**src/mrdr_pkg.sv**
```systemverilog
// Types and constants for the mixed-radix digit-reversal block.
// Used by every module of the block; depends on nothing.
`default_nettype none
package mrdr_pkg;

  localparam int unsigned IDX_W        = 20;
  localparam int unsigned RADIX_W      = 16;
  localparam int unsigned MAX_STAGES   = 6;
  localparam int unsigned CNT_W        = 3;
  localparam int unsigned BITS_PER_STG = 4;
  localparam int unsigned DIV_STGS     = IDX_W / BITS_PER_STG;
  localparam int unsigned LATENCY      = MAX_STAGES * (DIV_STGS + 1) + 1;
  localparam int unsigned PROD_W       = IDX_W + 1;
  localparam int unsigned ADDR_W       = 5;
  localparam int unsigned DATA_W       = 32;

  localparam logic [PROD_W-1:0] PROD_LIMIT = {1'b1, {IDX_W{1'b0}}};
  localparam logic [PROD_W-1:0] PROD_SAT   = {1'b1, {(IDX_W-1){1'b0}}, 1'b1};

  typedef enum logic [2:0] {
    REG_STAGE_COUNT = 3'd0,
    REG_RADIX_A     = 3'd1,
    REG_RADIX_B     = 3'd2,
    REG_RADIX_C     = 3'd3,
    REG_RADIX_D     = 3'd4,
    REG_RADIX_E     = 3'd5,
    REG_RADIX_F     = 3'd6
  } reg_idx_e;

  typedef struct packed {
    logic             kind;
    logic [IDX_W-1:0] index_in;
  } req_t;

  typedef struct packed {
    logic [IDX_W-1:0] permuted_index;
    logic             out_of_range;
  } rsp_t;

  // Work carried down the pipeline: quotient so far and rebuilt index
  typedef struct packed {
    logic             kind;
    logic [IDX_W-1:0] idx;
    logic [IDX_W-1:0] v;
    logic [IDX_W-1:0] res;
  } pipe_t;

endpackage
`default_nettype wire

```
**src/mrdr_digit.sv**
```systemverilog
// One digit step: pipelined restoring divide of v by the radix, then res = res*radix + digit.
// Depends on mrdr_pkg.
`default_nettype none
module mrdr_digit (
  input  wire logic                          clk_i,
  input  wire logic                          rst_ni,
  input  wire logic                          valid_i,
  input  wire mrdr_pkg::pipe_t               data_i,
  input  wire logic [mrdr_pkg::RADIX_W-1:0]  div_fwd_i,
  input  wire logic [mrdr_pkg::RADIX_W-1:0]  div_inv_i,
  output logic                               valid_o,
  output mrdr_pkg::pipe_t                    data_o
);

  logic                           valid_q [mrdr_pkg::DIV_STGS+1];
  mrdr_pkg::pipe_t                data_q  [mrdr_pkg::DIV_STGS+1];
  logic [mrdr_pkg::RADIX_W-1:0]   rem_q   [mrdr_pkg::DIV_STGS+1];

  always_comb begin
    valid_q[0] = valid_i;
    data_q[0]  = data_i;
    rem_q[0]   = '0;
  end

  for (genvar s = 0; s < mrdr_pkg::DIV_STGS; s++) begin : g_div
    mrdr_pkg::pipe_t              data_d;
    logic [mrdr_pkg::RADIX_W-1:0] rem_d;
    logic                         valid_r;
    mrdr_pkg::pipe_t              data_r;
    logic [mrdr_pkg::RADIX_W-1:0] rem_r;

    always_comb begin
      logic [mrdr_pkg::RADIX_W:0]   trial;
      logic [mrdr_pkg::RADIX_W-1:0] dv;
      dv     = data_q[s].kind ? div_inv_i : div_fwd_i;
      data_d = data_q[s];
      rem_d  = rem_q[s];
      for (int b = 0; b < mrdr_pkg::BITS_PER_STG; b++) begin
        trial = {rem_d, data_d.v[mrdr_pkg::IDX_W-1]};
        if (trial >= {1'b0, dv}) begin
          trial = trial - {1'b0, dv};
          data_d.v = {data_d.v[mrdr_pkg::IDX_W-2:0], 1'b1};
        end else begin
          data_d.v = {data_d.v[mrdr_pkg::IDX_W-2:0], 1'b0};
        end
        rem_d = trial[mrdr_pkg::RADIX_W-1:0];
      end
    end

    always_ff @(posedge clk_i or negedge rst_ni) begin
      if (!rst_ni) begin
        valid_r <= 1'b0;
      end else begin
        valid_r <= valid_q[s];
      end
    end

    always_ff @(posedge clk_i) begin
      data_r <= data_d;
      rem_r  <= rem_d;
    end

    always_comb begin
      valid_q[s+1] = valid_r;
      data_q[s+1]  = data_r;
      rem_q[s+1]   = rem_r;
    end
  end

  // Horner step on the remainder just produced
  logic                                        valid_q2;
  mrdr_pkg::pipe_t                             mac_d, mac_q;
  logic [mrdr_pkg::RADIX_W-1:0]                mac_div;
  logic [mrdr_pkg::IDX_W+mrdr_pkg::RADIX_W-1:0] prod_full;

  always_comb begin
    mac_div   = data_q[mrdr_pkg::DIV_STGS].kind ? div_inv_i : div_fwd_i;
    prod_full = data_q[mrdr_pkg::DIV_STGS].res * mac_div;
    mac_d     = data_q[mrdr_pkg::DIV_STGS];
    mac_d.res = prod_full[mrdr_pkg::IDX_W-1:0]
              + {{(mrdr_pkg::IDX_W-mrdr_pkg::RADIX_W){1'b0}}, rem_q[mrdr_pkg::DIV_STGS]};
  end

  always_ff @(posedge clk_i or negedge rst_ni) begin
    if (!rst_ni) begin
      valid_q2 <= 1'b0;
    end else begin
      valid_q2 <= valid_q[mrdr_pkg::DIV_STGS];
    end
  end

  always_ff @(posedge clk_i) begin
    mac_q <= mac_d;
  end

  assign valid_o = valid_q2;
  assign data_o  = mac_q;

endmodule
`default_nettype wire

```
**config.mk**
```make
export PLATFORM = sky130hd
export DESIGN_NAME = mrdr_digit
export DESIGN_NICKNAME = d
export VERILOG_FILES = /design/src/mrdr_pkg.sv /design/src/mrdr_digit.sv
export SDC_FILE = /design/constraint.sdc
export NUM_CORES = 2
export LEC_CHECK = 0
export ABC_AREA = 1
export BUFFER_PORTS_ARGS = -buffer_cell sky130_fd_sc_hd__buf_2
export CORE_AREA = 2 2 299 301
export CTS_CLUSTER_DIAMETER = 80
export DETAILED_ROUTE_END_ITERATION = 16
export DIE_AREA = 0 0 301 303
export GPL_ROUTABILITY_DRIVEN = 0
export PLACE_DENSITY = 0.65
export RECOVER_POWER = 25
export SYNTH_ARGS = -nofsm -noshare
export SYNTH_HDL_FRONTEND = slang
export SYNTH_SLANG_ARGS = --single-unit
```
**constraint.sdc**
```tcl
create_clock -name clk_i -period 9.5 [get_ports clk_i]
set_input_delay 1.425 -clock clk_i [delete_from_list [all_inputs] [get_ports clk_i]]
set_output_delay 1.425 -clock clk_i [all_outputs]
set_load 0.03 [all_outputs]
```
==> results by group <==
Status
  • Outcome: completed

Critical path
  • Slowest CP cell: o21ai_0
  • Crit-path max cell delay: 550 ps
  • FF-to-FF setup slack: 740 ps
  • Critical Path AT: 9570 ps
  • Reg2reg start: data_q[304]
  • Reg2Reg Depth: 52
  • Critical path endpoint: g_div[1].rem_r[0]
  • Cell count along the critical path: 54
  • Worst setup SP type: input port
  • Crit path capture type: flop
  • Worst Path Required: 10070 ps
  • CP Max Fanout: 16
  • Kind of critical path: input port to flop
  • Critical path buffers and inverters: 10
  • Crit path top cell by count: nand2_1
  • R2R Path End: g_div[1].rem_r[0]
  • Crit path launch: div_inv_i[4]
  • CP delay by family, top: simple AND/OR/NAND/NOR gates

Detailed routing
  • Antenna-violating nets left: 0
  • Initial drt markers: 2182
  • DR WL/cell: 15.9 um
  • Vias/cell: 4.98
  • WL final: between 100000 and 150000 um
  • Via Count: approximately 32k
  • # DRC: 0
  • DR pass1 iterations: 6

Synth
  • Ys flop type: dfxtp_1
  • Async set-reset flop share out of synthesis: 1.33%
  • Syn Nets: 5467
  • Number of flops mapped to enable cells by yosys: 0
  • Post-synth top area share: 25.5%
  • Synth cell count leaders: 1428 x nand2_1, 666 x inv_1, 446 x dfxtp_1
  • Synth unique cells: between 50 and 60
  • Sequential share of the synthesized area: approximately a quarter
  • Cell taking the most area after synthesis: dfxtp_1
  • Post-Syn Instances: 4836
  • Syn_area_per_cell: 7.24 um^2
  • FF+latch count, synth: around 450
  • Most common cell in the netlist: nand2_1
  • Post-synthesis cell area: between 30000 and 40000 um^2
  • Area contributors post-synth: dfxtp_1 25%, nand2_1 15%, ha_1 13%, fa_1 9.7%, inv_1 7.1%
  • Synth Warn #: 0

Placement
  • DP HPWL: roughly 85000 um
  • PortBufs: around 160
  • Pre-CTS setup slack: -505 ps

Die
  • Die ar.: 91200 um^2
  • Core area: 88000 um^2
  • Initial Util: 39.8%
  • Chip height: 303 um
  • Die width: 301 um
  • Number of placement rows: 109
  • # IOs: 158

Clock tree
  • Clk buf depth: 3
  • CTS buffer count: 54
  • H-tree depth: 2
  • Post-CTS Hold Fix Bufs: 0
  • Worst-Skew Late Latency: 660 ps
  • Root buffer cell: clkbuf_16
  • CTS tree: yes
  • # clock sinks: between 400 and 500
  • CTS clk-pin slew, worst paths: 60 ps

Job
  • # Max-Cap Violations: 0

Cells and area
  • Fin util: between 40% and 50%
  • Fin nets: 5934
  • Area Overhead vs Synth: 18.1%
  • Layout cells sized above 1: 13.0%
  • Number of fill cells: approximately 8.8k

Timing
  • Final setup margin: 497 ps
  • Worst slew margin: 25.9%
  • Max frequency: 111 MHz
  • Worst slew pin tran: approximately 1100 ps
  • Final Hold Fails: 0
  • Final worst clock skew: 27.4 ps
  • Final setup fails: 0
  • RSZ-0062 raised after global routing: true
  • Min cycle time layout: 9000 ps
  • Final period util: 94.8%
  • Slew Viols, Final: 0

Global routing
  • First-pass GRT wire length: 164000 um
  • Number of global-route vias before repair: 31.0k
  • Pin count of the biggest net entering global routing: 34
  • Global Route Usage Sum: 22.5%
  • Initial antenna violation count: 3
  • GRT overflow: 0

Hold path
  • Worst Hold Class: flop to flop
cell families (layout without fill, tap and decap cells):
family | after synthesis | after routing | synth area share, %
buffers and inverters | 768 | 1281 | 8.69
flip-flops | 452 | 452 | 25.9
AND/OR/NAND/NOR | 2143 | 2143 | 25.7
other | 0 | 4 | 0
adder cells (fa/ha/maj) | 535 | 535 | 22.8
AO/OA/AOI/OAI | 679 | 679 | 10.4
XOR/XNOR | 259 | 259 | 6.48
metal layers:
metal  wire, um  vias to the layer above  global-route usage (%)  part of all wire (%)
met5          0                        -                       0                     0
met4       4310                        0                    9.22                   4.2
met3       7040                      213                    3.37                   6.8
met2      46800                     1050                    37.1                    45
met1      45200                    14800                    29.5                    44
li1           -                    16400                       -                     -
how the worst min path moves through the flow:
| stage | startpoint | end | slack (ps) | cells past startpoint |
|---|---|---|---|---|
| floorplan | data_q[20] | data_o[20] | 310 | 0 |
| global placement | data_q[239] | data_q[178] | 310 | 0 |
| detailed placement | data_q[277] | data_q[220] | 310 | 0 |
| CTS | data_q[190] | data_q[129] | 310 | 0 |
| global route | data_q[255] | data_q[194] | 310 | 0 |
| finish | data_q[197] | data_q[136] | 300 | 0 |
metrics by stage:
step	std cells	TNS [ps]	area, um^2	hold slack [ps]
2_1_floorplan	4836	0	35000	310
3_3_place_gp	6407	-5910	39300	310
3_5_place_dp	6407	-9150	39300	312
4_1_cts	6509	0	41200	310
5_1_grt	6517	-544	41400	313
6_report	6518	0	41400	302
sequential cells by signal, summed over array words and instances, names as in the netlist:
signal         flops
data_q           305
g_div.rem_r       80
data_o            61
g_div.valid_r      5
valid_o            1
what timing repair did:
item,in CTS,in global routing
setup endpoints to repair,0,84
gates resized for setup,0,40
buffers inserted,0,5
layout by cell type (no fill, tap or decap), drive strengths merged, types with 11 or more instances in the layout:
cell type	instances
fa	170
nor3	32
buf	491
clkbuf	68
dfxtp	446
xnor2	109
nand2	1454
nand3	256
nand3b	19
nor2	283
a21oi	299
xor2	150
o21ai	292
a31oi	11
ha	365
a21o	18
o21bai	14
nand4	58
clkinv	22
or2	24
inv	691
layout make-up:
class	instances	area, um^2	share of cell area (%)
well taps	1165	1460	3.52
clock inverters	35	447	1.08
repair buffers	492	3380	8.17
inverters	687	2590	6.25
flip-flops and latches	452	9080	21.9
clock buffers	67	1460	3.53
multi-input cells	3616	22900	55.5
diodes	4	10.0	0.0242
Power is left out: the tool's default activity adds up to more than one toggle a clock period on the data nets, which glitch-free logic cannot reach.
